==> src/hw/rtl/lzvg_pkg.sv <==
// Package for the lidar zone velocity gate.
// Holds the shared constants, register indexes, decision codes and structs.
// No dependencies.
package lzvg_pkg;

  localparam int unsigned Regions     = 4;
  localparam int unsigned CountW      = 13;
  localparam int unsigned RangeW      = 16;
  localparam int unsigned BoundW      = 16;
  localparam int unsigned SpeedW      = 16;
  localparam int unsigned LimitW      = 13;
  localparam int unsigned TurnSpeedW  = 15;
  localparam int unsigned MaxBeamsDef = 4096;
  localparam int unsigned MinTurnRate = 20;
  localparam int unsigned AddrW       = 6;
  localparam int unsigned DataW       = 64;

  localparam logic [CountW-1:0] CountMax = {CountW{1'b1}};

  // Region order inside the packed bounds and counts.
  localparam int unsigned RegRightOuter = 0;
  localparam int unsigned RegRightInner = 1;
  localparam int unsigned RegLeftInner  = 2;
  localparam int unsigned RegLeftOuter  = 3;

  typedef enum logic [2:0] {
    REG_REGION_STARTS = 3'd0,
    REG_REGION_ENDS   = 3'd1,
    REG_MIN_RANGE     = 3'd2,
    REG_NEAR_RANGE    = 3'd3,
    REG_FAR_RANGE     = 3'd4,
    REG_NEAR_LIMIT    = 3'd5,
    REG_FAR_LIMIT     = 3'd6,
    REG_TURN_SPEED    = 3'd7
  } reg_e;

  typedef enum logic [2:0] {
    DEC_UNCHANGED   = 3'd0,
    DEC_STOP        = 3'd1,
    DEC_LEFT_NEAR   = 3'd2,
    DEC_RIGHT_NEAR  = 3'd3,
    DEC_LEFT_FAR    = 3'd4,
    DEC_RIGHT_FAR   = 3'd5,
    DEC_TURN_CANCEL = 3'd6
  } dec_e;

  // Item kinds carried in tuser.
  localparam logic CmdBeam     = 1'b0;
  localparam logic CmdVelocity = 1'b1;

  typedef struct packed {
    logic [Regions-1:0][BoundW-1:0] starts;
    logic [Regions-1:0][BoundW-1:0] ends;
    logic [RangeW-1:0]              min_range;
    logic [RangeW-1:0]              near_range;
    logic [RangeW-1:0]              far_range;
  } scan_cfg_t;

  typedef struct packed {
    logic [Regions-1:0][CountW-1:0] near;
    logic [Regions-1:0][CountW-1:0] far;
    logic                           scan_done;
  } scan_counts_t;

endpackage

==> src/hw/rtl/lzvg_scan_counter.sv <==
// Per-region beam counter of the lidar zone velocity gate.
// Counts near and far beams of the scan in progress and publishes them on the last beam.
// Depends on lzvg_pkg.
module lzvg_scan_counter #(
  parameter int unsigned MAX_BEAMS = lzvg_pkg::MaxBeamsDef
) (
  input  logic                             clk_i,
  input  logic                             rst_ni,
  input  logic                             beam_en_i,
  input  logic [lzvg_pkg::RangeW-1:0]      beam_range_i,
  input  logic                             last_beam_i,
  input  lzvg_pkg::scan_cfg_t              cfg_i,
  output lzvg_pkg::scan_counts_t           counts_o
);

  localparam int unsigned IdxW = $clog2(MAX_BEAMS + 1);
  localparam logic [IdxW-1:0] IdxMax = IdxW'(MAX_BEAMS);

  logic [IdxW-1:0] idx_q, idx_d;
  logic [lzvg_pkg::Regions-1:0][lzvg_pkg::CountW-1:0] near_acc_q, near_acc_d;
  logic [lzvg_pkg::Regions-1:0][lzvg_pkg::CountW-1:0] far_acc_q, far_acc_d;
  lzvg_pkg::scan_counts_t pub_q, pub_d;

  logic                        idx_ok;
  logic                        range_ok;
  logic                        is_near;
  logic [lzvg_pkg::BoundW-1:0] idx_ext;

  assign idx_ext  = lzvg_pkg::BoundW'(idx_q);
  assign idx_ok   = idx_q < IdxMax;
  assign range_ok = (beam_range_i >= cfg_i.min_range) && (beam_range_i <= cfg_i.far_range);
  assign is_near  = beam_range_i < cfg_i.near_range;

  always_comb begin
    near_acc_d = near_acc_q;
    far_acc_d  = far_acc_q;
    idx_d      = idx_q;
    pub_d      = pub_q;
    if (beam_en_i) begin
      // Four regions compare in parallel; counts saturate.
      for (int r = 0; r < lzvg_pkg::Regions; r++) begin
        if (idx_ok && range_ok && (idx_ext >= cfg_i.starts[r]) &&
            (idx_ext <= cfg_i.ends[r])) begin
          if (far_acc_q[r] != lzvg_pkg::CountMax) begin
            far_acc_d[r] = far_acc_q[r] + lzvg_pkg::CountW'(1);
          end
          if (is_near && (near_acc_q[r] != lzvg_pkg::CountMax)) begin
            near_acc_d[r] = near_acc_q[r] + lzvg_pkg::CountW'(1);
          end
        end
      end
      if (idx_ok) begin
        idx_d = idx_q + IdxW'(1);
      end
      if (last_beam_i) begin
        // Publish the scan including this beam, then start over.
        pub_d.near      = near_acc_d;
        pub_d.far       = far_acc_d;
        pub_d.scan_done = 1'b1;
        near_acc_d      = '0;
        far_acc_d       = '0;
        idx_d           = '0;
      end
    end
  end

  always_ff @(posedge clk_i or negedge rst_ni) begin
    if (!rst_ni) begin
      idx_q      <= '0;
      near_acc_q <= '0;
      far_acc_q  <= '0;
      pub_q      <= '0;
    end else begin
      idx_q      <= idx_d;
      near_acc_q <= near_acc_d;
      far_acc_q  <= far_acc_d;
      pub_q      <= pub_d;
    end
  end

  assign counts_o = pub_q;

endmodule

==> src/hw/rtl/lidar_zone_velocity_gate.sv <==
// Lidar zone velocity gate, top level; depends on lzvg_pkg and lzvg_scan_counter.
// A velocity item passes through the input register and then the result register;
// beams, and velocity items before the first published scan, give no result.
// Throughput: one item per cycle; stall only while a waiting result blocks a velocity item.
// Reset (rst_ni, asynchronous): clears counts, scan state and handshakes; registers
// take their documented defaults. No clearing pass.
module lidar_zone_velocity_gate #(
  parameter int unsigned MAX_BEAMS = lzvg_pkg::MaxBeamsDef
) (
  input  logic                         clk_i,
  input  logic                         rst_ni,
  // Item input
  input  logic                         s_axis_tvalid,
  output logic                         s_axis_tready,
  // [15:0] beam_range, [31:16] linear_speed, [47:32] turn_rate
  input  logic [47:0]                  s_axis_tdata,
  // [0] command (0 beam, 1 velocity)
  input  logic                         s_axis_tuser,
  input  logic                         s_axis_tlast,
  // Result output
  output logic                         m_axis_tvalid,
  input  logic                         m_axis_tready,
  // [15:0] out_linear, [31:16] out_turn, [34:32] decision, [39:35] zero
  output logic [39:0]                  m_axis_tdata,
  // Configuration port
  input  logic                         psel,
  input  logic                         penable,
  input  logic                         pwrite,
  input  logic [lzvg_pkg::AddrW-1:0]   paddr,
  input  logic [lzvg_pkg::DataW-1:0]   pwdata,
  output logic [lzvg_pkg::DataW-1:0]   prdata,
  output logic                         pready
);

  localparam int unsigned SW = lzvg_pkg::SpeedW;

  // ---------------------------------------------------------------------------
  // Configuration registers
  // ---------------------------------------------------------------------------
  lzvg_pkg::scan_cfg_t               scan_cfg_q;
  logic [lzvg_pkg::LimitW-1:0]       near_limit_q;
  logic [lzvg_pkg::LimitW-1:0]       far_limit_q;
  logic [lzvg_pkg::TurnSpeedW-1:0]   turn_speed_q;
  logic                              cfg_wr;
  lzvg_pkg::reg_e                    cfg_sel;

  assign pready  = 1'b1;
  assign cfg_wr  = psel && penable && pwrite;
  assign cfg_sel = lzvg_pkg::reg_e'(paddr[lzvg_pkg::AddrW-1:3]);

  always_ff @(posedge clk_i or negedge rst_ni) begin
    if (!rst_ni) begin
      scan_cfg_q.starts     <= '0;
      scan_cfg_q.ends       <= '0;
      scan_cfg_q.min_range  <= '0;
      scan_cfg_q.near_range <= lzvg_pkg::RangeW'(300);
      scan_cfg_q.far_range  <= lzvg_pkg::RangeW'(800);
      near_limit_q          <= lzvg_pkg::LimitW'(10);
      far_limit_q           <= lzvg_pkg::LimitW'(15);
      turn_speed_q          <= lzvg_pkg::TurnSpeedW'(600);
    end else if (cfg_wr) begin
      unique case (cfg_sel)
        lzvg_pkg::REG_REGION_STARTS: scan_cfg_q.starts     <= pwdata;
        lzvg_pkg::REG_REGION_ENDS:   scan_cfg_q.ends       <= pwdata;
        lzvg_pkg::REG_MIN_RANGE:     scan_cfg_q.min_range  <= pwdata[15:0];
        lzvg_pkg::REG_NEAR_RANGE:    scan_cfg_q.near_range <= pwdata[15:0];
        lzvg_pkg::REG_FAR_RANGE:     scan_cfg_q.far_range  <= pwdata[15:0];
        lzvg_pkg::REG_NEAR_LIMIT:    near_limit_q          <= pwdata[12:0];
        lzvg_pkg::REG_FAR_LIMIT:     far_limit_q           <= pwdata[12:0];
        lzvg_pkg::REG_TURN_SPEED:    turn_speed_q          <= pwdata[14:0];
        default: ;
      endcase
    end
  end

  // Read back the selected register, zero-extended.
  always_comb begin
    unique case (cfg_sel)
      lzvg_pkg::REG_REGION_STARTS: prdata = scan_cfg_q.starts;
      lzvg_pkg::REG_REGION_ENDS:   prdata = scan_cfg_q.ends;
      lzvg_pkg::REG_MIN_RANGE:     prdata = lzvg_pkg::DataW'(scan_cfg_q.min_range);
      lzvg_pkg::REG_NEAR_RANGE:    prdata = lzvg_pkg::DataW'(scan_cfg_q.near_range);
      lzvg_pkg::REG_FAR_RANGE:     prdata = lzvg_pkg::DataW'(scan_cfg_q.far_range);
      lzvg_pkg::REG_NEAR_LIMIT:    prdata = lzvg_pkg::DataW'(near_limit_q);
      lzvg_pkg::REG_FAR_LIMIT:     prdata = lzvg_pkg::DataW'(far_limit_q);
      lzvg_pkg::REG_TURN_SPEED:    prdata = lzvg_pkg::DataW'(turn_speed_q);
      default:                     prdata = '0;
    endcase
  end

  // ---------------------------------------------------------------------------
  // Input register
  // ---------------------------------------------------------------------------
  logic                         in_valid_q;
  logic                         cmd_q;
  logic                         last_q;
  logic [lzvg_pkg::RangeW-1:0]  range_q;
  logic signed [SW-1:0]         lin_q;
  logic signed [SW-1:0]         turn_q;

  logic                         in_fire;
  logic                         makes_result;
  logic                         stage_move;
  logic                         out_valid_q;
  lzvg_pkg::scan_counts_t       counts;

  // Only a velocity item after the first scan needs a free result slot.
  assign makes_result  = (cmd_q == lzvg_pkg::CmdVelocity) && counts.scan_done;
  assign stage_move    = in_valid_q && (!makes_result || !out_valid_q || m_axis_tready);
  assign s_axis_tready = !in_valid_q || stage_move;
  assign in_fire       = s_axis_tvalid && s_axis_tready;

  always_ff @(posedge clk_i or negedge rst_ni) begin
    if (!rst_ni) begin
      in_valid_q <= 1'b0;
    end else if (s_axis_tready) begin
      in_valid_q <= s_axis_tvalid;
    end
  end

  always_ff @(posedge clk_i) begin
    if (in_fire) begin
      cmd_q   <= s_axis_tuser;
      last_q  <= s_axis_tlast;
      range_q <= s_axis_tdata[15:0];
      lin_q   <= s_axis_tdata[31:16];
      turn_q  <= s_axis_tdata[47:32];
    end
  end

  // ---------------------------------------------------------------------------
  // Beam counting
  // ---------------------------------------------------------------------------
  logic beam_en;

  assign beam_en = stage_move && (cmd_q == lzvg_pkg::CmdBeam);

  lzvg_scan_counter #(
    .MAX_BEAMS (MAX_BEAMS)
  ) u_scan_counter (
    .clk_i        (clk_i),
    .rst_ni       (rst_ni),
    .beam_en_i    (beam_en),
    .beam_range_i (range_q),
    .last_beam_i  (last_q),
    .cfg_i        (scan_cfg_q),
    .counts_o     (counts)
  );

  // ---------------------------------------------------------------------------
  // Velocity gating against the published counts
  // ---------------------------------------------------------------------------
  logic signed [SW-1:0] olin_d;
  logic signed [SW-1:0] oturn_d;
  lzvg_pkg::dec_e       dec_d;
  logic signed [SW-1:0] ts_pos;
  logic                 rn, ln, rf, lf, lo_near, ro_near, fast_turn;

  assign ts_pos  = SW'(turn_speed_q);
  assign rn      = counts.near[lzvg_pkg::RegRightInner] > near_limit_q;
  assign ln      = counts.near[lzvg_pkg::RegLeftInner]  > near_limit_q;
  assign rf      = counts.far[lzvg_pkg::RegRightInner]  > far_limit_q;
  assign lf      = counts.far[lzvg_pkg::RegLeftInner]   > far_limit_q;
  assign ro_near = counts.near[lzvg_pkg::RegRightOuter] > near_limit_q;
  assign lo_near = counts.near[lzvg_pkg::RegLeftOuter]  > near_limit_q;
  // |turn| > MinTurnRate without forming the magnitude.
  assign fast_turn = (turn_q > $signed(SW'(lzvg_pkg::MinTurnRate))) ||
                     (turn_q < -$signed(SW'(lzvg_pkg::MinTurnRate)));

  always_comb begin
    olin_d  = lin_q;
    oturn_d = turn_q;
    dec_d   = lzvg_pkg::DEC_UNCHANGED;
    if (lin_q > $signed(SW'(0))) begin
      // Forward: stop when both inner sides are near, else steer away.
      if (rn && ln) begin
        olin_d  = '0;
        oturn_d = '0;
        dec_d   = lzvg_pkg::DEC_STOP;
      end else if (rn) begin
        oturn_d = ts_pos;
        dec_d   = lzvg_pkg::DEC_LEFT_NEAR;
      end else if (ln) begin
        oturn_d = -ts_pos;
        dec_d   = lzvg_pkg::DEC_RIGHT_NEAR;
      end else if (rf) begin
        oturn_d = ts_pos;
        dec_d   = lzvg_pkg::DEC_LEFT_FAR;
      end else if (lf) begin
        oturn_d = -ts_pos;
        dec_d   = lzvg_pkg::DEC_RIGHT_FAR;
      end
    end else if (fast_turn) begin
      // Cancel a turn into a blocked outer region.
      if ((turn_q > $signed(SW'(0)) && lo_near) || (turn_q < $signed(SW'(0)) && ro_near)) begin
        oturn_d = '0;
        dec_d   = lzvg_pkg::DEC_TURN_CANCEL;
      end
    end
  end

  // ---------------------------------------------------------------------------
  // Result register
  // ---------------------------------------------------------------------------
  logic                 out_load;
  logic signed [SW-1:0] olin_q;
  logic signed [SW-1:0] oturn_q;
  lzvg_pkg::dec_e       dec_q;

  assign out_load = stage_move && makes_result;

  always_ff @(posedge clk_i or negedge rst_ni) begin
    if (!rst_ni) begin
      out_valid_q <= 1'b0;
    end else if (out_load) begin
      out_valid_q <= 1'b1;
    end else if (m_axis_tready) begin
      out_valid_q <= 1'b0;
    end
  end

  always_ff @(posedge clk_i) begin
    if (out_load) begin
      olin_q  <= olin_d;
      oturn_q <= oturn_d;
      dec_q   <= dec_d;
    end
  end

  assign m_axis_tvalid = out_valid_q;
  assign m_axis_tdata  = {5'b0, dec_q, oturn_q, olin_q};

endmodule
==> config.mk <==
export PLATFORM = sky130hd
export DESIGN_NAME = lidar_zone_velocity_gate
export DESIGN_NICKNAME = d
export VERILOG_FILES = /design/src/hw/rtl/lzvg_pkg.sv /design/src/hw/rtl/lzvg_scan_counter.sv /design/src/hw/rtl/lidar_zone_velocity_gate.sv
export SDC_FILE = /design/constraint.sdc
export NUM_CORES = 1
export LEC_CHECK = 0
export BUFFER_PORTS_ARGS = -buffer_cell sky130_fd_sc_hd__buf_2
export CAP_MARGIN = 20
export CORE_ASPECT_RATIO = 1.2
export CORE_UTILIZATION = 28
export DETAILED_ROUTE_END_ITERATION = 16
export PLACE_DENSITY_LB_ADDON = 0.2
export SLEW_MARGIN = 0
export SYNTH_ARGS = -nofsm -noshare
export SYNTH_HDL_FRONTEND = slang
export SYNTH_SLANG_ARGS = --single-unit
==> constraint.sdc <==
create_clock -name clk_i -period 4.5 [get_ports clk_i]
set_input_delay 0.225 -clock clk_i [delete_from_list [all_inputs] [get_ports clk_i]]
set_output_delay 0.225 -clock clk_i [all_outputs]
set_load 0.01 [all_outputs]
# Yosys cells after proc, flatten, opt, wreduce, memory -nomap -nowiden

Index checks and enable logic that the tools add are counted.
W data, S select, Z words.

Output and inout bits: 107
Word-level logic and storage cells: 181
Bits of input ports: 127
Register bits: 500

Order comparisons: 23
Equal/unequal tests: 15
$add $sub $neg: 10
Reductions and logical operators: 51
Multiplexer cells: 41
Bitwise gates (word level): 1

Operator list:

| cell                    | number |
|---|---|
| $pmux W64 S8            | 1 |
| $mux W13                | 18 |
| $mux W16                | 10 |
| $add A13 B1 Y13 const B | 9 |
| $mux W52                | 2 |
| $ne A13 B13 Y1 const B  | 8 |
| $gt A13 B13 Y1          | 6 |
| $ge A13 B16 Y1          | 4 |
| $le A13 B16 Y1          | 4 |
| $gt A16 B1 Y1 const B   | 2 |
| $logic_and A1 B1 Y1     | 24 |
| $mux W3                 | 8 |
| $reduce_and A2 Y1       | 10 |
| $ge A16 B16 Y1          | 1 |
| $gt A16 B6 Y1 const B   | 1 |
| $le A16 B16 Y1          | 1 |
| $lt A16 B1 Y1 const B   | 1 |
| $lt A16 B16 Y1          | 1 |
| $lt A16 B6 Y1 const B   | 1 |
| $neg A15 Y16            | 1 |
| $lt A13 B13 Y1 const B  | 1 |
| $eq A3 B3 Y1 const B    | 4 |
| $reduce_bool A2 Y1      | 6 |
| $eq A3 B2 Y1 const B    | 2 |
| other kinds (7)         | 15 |

# Logic depth before layout (Yosys ltp)

Depth in word-level cells: 7
Depth in mapped cells: 15
Gate-level depth less buffers: 13

# Cells and area by module

A second synthesis with hierarchy kept.

Cells, all modules: 3058
Area total of the unflattened synthesis: 31036.0 µm²

By module, submodules not included:

| module                   | cells an instance | instances | seq. area each (µm²) | area an instance (µm²) |
|---|---|---|---|---|
| lzvg_scan_counter        | 1823              | 1         | 5555.3               | 15807.7 |
| lidar_zone_velocity_gate | 1235              | 1         | 8054.0               | 15228.4 |

# Worst setup path before layout

No wires, ideal clock.

Path type: reg-to-reg
From: register near_limit_q[1] in the netlist's numbering
To: register oturn_q[2] (data pin)
Stages on the path, launching flop included: 16
Library setup time: 131 ps
Path buffers: 2
Clock period less this slack: 3505 ps
Data required time: 4369 ps
Slack: 995 ps
Arrival time: 3374 ps
Cell sequence: dfstp_2 > inv_1 > ha_1 > nand2b_1 > a21oi_1 > o31a_1 > o31ai_1 > inv_1 > clkbuf_1 > ha_1 > nor2b_1 > clkbuf_1 > o41ai_1 > a211oi_1 > o21ai_0 > nand2_1

Longest elaborated chain between the ends: 6
Elaborated cells between the ends (all ways): 14
Those cells by class: 4 x order compare; 6 x mux; 4 x reduce/logical

RTL lines:

| item                              | RTL line                                                         | RTL |
|---|---|---|
| start: declaration                | lidar_zone_velocity_gate.sv:41                                   | `logic [lzvg_pkg::LimitW-1:0] near_limit_q;` |
| start signal: assignment          | lidar_zone_velocity_gate.sv:58                                   | `near_limit_q <= lzvg_pkg::LimitW'(10);` |
| start signal: assignment          | lidar_zone_velocity_gate.sv:68                                   | `lzvg_pkg::REG_NEAR_LIMIT: near_limit_q <= pwdata[12:0];` |
| $gt A13 B13 Y1 (on tied branches) | lidar_zone_velocity_gate.sv:165, lidar_zone_velocity_gate.sv:164 |  |
| $logic_and A1 B1 Y1               | lidar_zone_velocity_gate.sv:195                                  | `if ((turn_q > $signed(SW'(0)) && lo_near) \|\| (turn_q < $signed(SW'(0)) && ro_near)) begin` |
| $logic_or A1 B1 Y1                | lidar_zone_velocity_gate.sv:195                                  |  |
| $mux W16                          | lidar_zone_velocity_gate.sv:195                                  |  |
| $mux W16                          | lidar_zone_velocity_gate.sv:193                                  | `end else if (fast_turn) begin` |
| $mux W16 *                        | lidar_zone_velocity_gate.sv:174                                  | `if (lin_q > $signed(SW'(0))) begin` |
| via oturn_d[2]                    | lidar_zone_velocity_gate.sv:154                                  | `logic signed [SW-1:0] oturn_d;` |
| end signal: assignment            | lidar_zone_velocity_gate.sv:225                                  | `oturn_q <= oturn_d;` |
| end: declaration                  | lidar_zone_velocity_gate.sv:207                                  | `logic signed [SW-1:0] oturn_q;` |

Mark *: on every way through the listed nets, which the timed path passes. The rest lies on a longest branch.
A chain may end at the register's enable or synchronous reset.

# Worst setup path after layout

From: register scan_cfg_q[9] in the netlist's numbering
To: register u_scan_counter.pub_q, in the netlist u_scan_counter.counts_o[69]

Longest elaborated chain between the ends: 6

RTL lines:

| item                              | RTL line                       | RTL |
|---|---|---|
| start: declaration                | lidar_zone_velocity_gate.sv:40 | `lzvg_pkg::scan_cfg_t scan_cfg_q;` |
| $le A16 B16 Y1                    | lzvg_scan_counter.sv:31        | `assign range_ok = (beam_range_i >= cfg_i.min_range) && (beam_range_i <= cfg_i.far_range);` |
| $logic_and A1 B1 Y1               | lzvg_scan_counter.sv:31        |  |
| $logic_and A1 B1 Y1 (3 in series) | lzvg_scan_counter.sv:42        | `if (idx_ok && range_ok && (idx_ext >= cfg_i.starts[r]) &&` |
| $mux W13                          | lzvg_scan_counter.sv:42        |  |
| end signal: assignment            | lzvg_scan_counter.sv:77        | `pub_q <= pub_d;` |
| end: declaration                  | lzvg_scan_counter.sv:22        | `lzvg_pkg::scan_counts_t pub_q, pub_d;` |

Every way passes these cells.

==> run metrics <==
status=complete, no violations; Final Skew=between 0.03 and 0.04 ns; Post-CTS Setup Bufs=0; placed instance count=roughly 4400; nets=roughly 3700; fin cells=around 4600; Post-DP HPWL=between 60 and 70 mm; max-cap viol count=0; total power=roughly 13 mW; Final Slew Violations=0; Antenna Cells=0; TritonCTS clock tree=built; crit path max fanout=19; Detailed Route WL=a little over 90 mm; Antenna Violating Nets Remaining=0; clk slew on worst S/H paths=~0.06 ns; Top FF cell, synth=dfrtp_1; Slew @ Worst Pin=around 0.96 ns; CP Class=reg -> reg; synthesized cell area=27600 um2; Ys Warns=0; first-iteration detailed-routing DRC count=between 1000 and 1500; CP arrival=around 4.6 ns; Netlist cell types=between 70 and 80; RePlAce Congestion=about 0.85; core outline area=between 90000 and 100000 um2; clock sink count=~470; post-synthesis sequential area ratio=between 40% and 50%; worst reg2reg setup slack=around 0.45 ns; fmax=247 MHz; Critical Path Sink Type=register; initial core utilization=between 20% and 30%; WP data required=between 5 and 6 ns; gr ovfl total=0; CTS resizes=0; cts bufs inserted=between 50 and 60; final number of hold-violating endpoints=0; final period utilization=90.1%; Synth-to-Final Area Change=20.8%; die area=99900 um2; drt first pass iters=6; Rows=roughly 130; HP Class=in -> async; PwrDens=a little under 400 nW/um2; wire per inst=a little under 20 um; CP max stage cell=or4b_1; Tmin final=approximately 4.1 ns; crit-path cells=inv_1 > ha_1 > nand4_1 > or4_1 > or2_0 > nor3b_1 > a211oi_4 > nand2_2 > or4b_1 > or3_1 > a31oi_1; final setup fails=0; # DRC=0; Startpoint Class=register; initial antenna violation count=1; Lkg Pwr=14.8 nW; Synth Register Bits=roughly 470; global-route wire length before repair=between 100 and 150 mm; clk_lat worst skew=~0.65 ns; Post-synth ARST share=82.1%; unrepaired setup endpoints after global routing=no; vias in the first global route=between 20000 and 25000; final cell utilization of the core=between 30% and 40%; vias per cell=4.98; # fillers=~10000; Setup TNS Final=0 ns; H-tree levels=2; maximum vdd drop=between 0.2 and 0.3 mV; EDFF count, synth=85; All-Layer GR Usage=a little under a fifth; layout cells sized above 1=between 10% and 20%; Synth Instances=2986; DIE WIDTH=around 290 um; Port-buffer cells=between 200 and 250; Vias=22900; commonest non-fill, non-tap cells in the layout=422 x nand2_1, 373 x o21ai_0, 372 x dfrtp_1; pin count of the biggest net entering global routing=120; chip height=between 300 and 400 um; commonest non-fill, non-tap cell in the layout=nand2_1; Mapped Avg Cell Area=between 9 and 10 um2; clock buffer depth=3; max_slew headroom=a little over a third; Clock Root Buffer=clkbuf_16; Max stage delay on crit path=between 0.8 and 0.9 ns; IO Pins=roughly 230
## registers in the layout, summed over array words and instances, names as in the netlist
name,cells
lin_q,16
u_scan_counter.near_acc_q,52
range_q,16
u_scan_counter.far_acc_q,26
far_limit_q,13
dec_q,3
turn_speed_q,15
cmd_q,1
last_q,1
u_scan_counter.idx_q,13
olin_q,16
in_valid_q,1
oturn_q,16
turn_q,16
m_axis_tvalid,1
scan_cfg_q,176
u_scan_counter.counts_o,79
near_limit_q,13
## report_power, final
part / total (mW) / switching (mW) / internal (mW)
Combinational: 3.16 / 1.96 / 1.20
Clock: 4.55 / 1.94 / 2.62
Sequential: 5.38 / 0.428 / 4.96
## cell usage after synthesis, types with 22 or more instances
| master | number | share of area (%) |
|---|---|---|
| edfxtp_1 | 85 | 9.2 |
| nand2_1 | 423 | 5.8 |
| o21ai_0 | 373 | 6.8 |
| a21o_1 | 43 | 1.2 |
| mux2i_1 | 54 | 2.0 |
| xnor2_1 | 44 | 1.4 |
| mux2_2 | 66 | 2.7 |
| clkbuf_1 | 138 | 1.9 |
| nor3_1 | 61 | 1.1 |
| ha_1 | 238 | 11 |
| and3_1 | 28 | 0.63 |
| or3_1 | 24 | 0.54 |
| dfrtp_1 | 372 | 34 |
| nand2b_1 | 22 | 0.50 |
| nand3_1 | 63 | 1.1 |
| nor4_1 | 32 | 0.73 |
| a31oi_1 | 31 | 0.70 |
| a21oi_1 | 122 | 2.2 |
| nand4_1 | 64 | 1.5 |
| nor2_1 | 164 | 2.2 |
| inv_1 | 219 | 3.0 |
## layout make-up
| class | instances | area (um2) | share of cell area [%] |
|---|---|---|---|
| sequential | 474 | 12300 | 36.9 |
| multi-input combinational | 2137 | 14000 | 41.8 |
| timing repair buffer | 409 | 2890 | 8.66 |
| clock inverter | 21 | 199 | 0.597 |
| inverter | 219 | 822 | 2.47 |
| clock buffer | 77 | 1590 | 4.76 |
| tap | 1270 | 1590 | 4.77 |
## stage by stage
stage	setup WS (ns)	instance area (um2)	hold WS, ns
detailed placement	0.473	30400	0.268
floorplan	0.995	27600	-0.0706
CTS	0.456	33300	0.202
finish	0.446	33300	0.184
global placement	0.509	30400	0.280
global route	0.248	33300	0.228
## routing by layer
layer / vias up / track usage, % / part of all wire, %
met5: - / 0 / 0
met4: 0 / 4.25 / 2.1
met3: 102 / 2.11 / 3.4
met2: 434 / 32.3 / 51
met1: 11100 / 23.4 / 44
li1: 11300 / - / -
## worst max-delay path: cells and delay by family (launching register included)
family,cells,cell delay (ns)
AND/OR/NAND/NOR,7,2.61
flip-flops,1,0.54
AO/OA/AOI/OAI,2,0.46
adder cells (fa/ha/maj),1,0.29
buffers and inverters,1,0.05
## cells by family (layout without fill, tap and decap cells)
group	after synthesis	in the layout	synth area share, %
multiplexers	127	127	5.22
XOR/XNOR	53	53	1.68
AND/OR/NAND/NOR	958	958	16.1
adder cells (fa/ha/maj)	238	238	10.8
AO/OA/AOI/OAI	755	755	16.4
buffers and inverters	379	726	5.24
other	2	6	0.0272
flip-flops	474	474	44.6
## worst paths after layout
kind	start	depth (start not counted)	end
setup / recovery	scan_cfg_q[9]	11	u_scan_counter.counts_o[69]
hold / removal	rst_ni	2	scan_cfg_q[93]
setup reg to reg	scan_cfg_q[9]	11	u_scan_counter.counts_o[69]
hold reg to reg	u_scan_counter.counts_o[66]	2	u_scan_counter.counts_o[66]
max in group asynchronous	rst_ni	3	turn_speed_q[2]
min in group clk_i	s_axis_tdata[25]	2	lin_q[9]
## timing repair
item	4_1_cts	5_1_grt
hold buffers	117	0
hold endpoints to repair	310	0
setup endpoints to repair	0	0
Note: power is estimated with default switching activity, not from simulation.
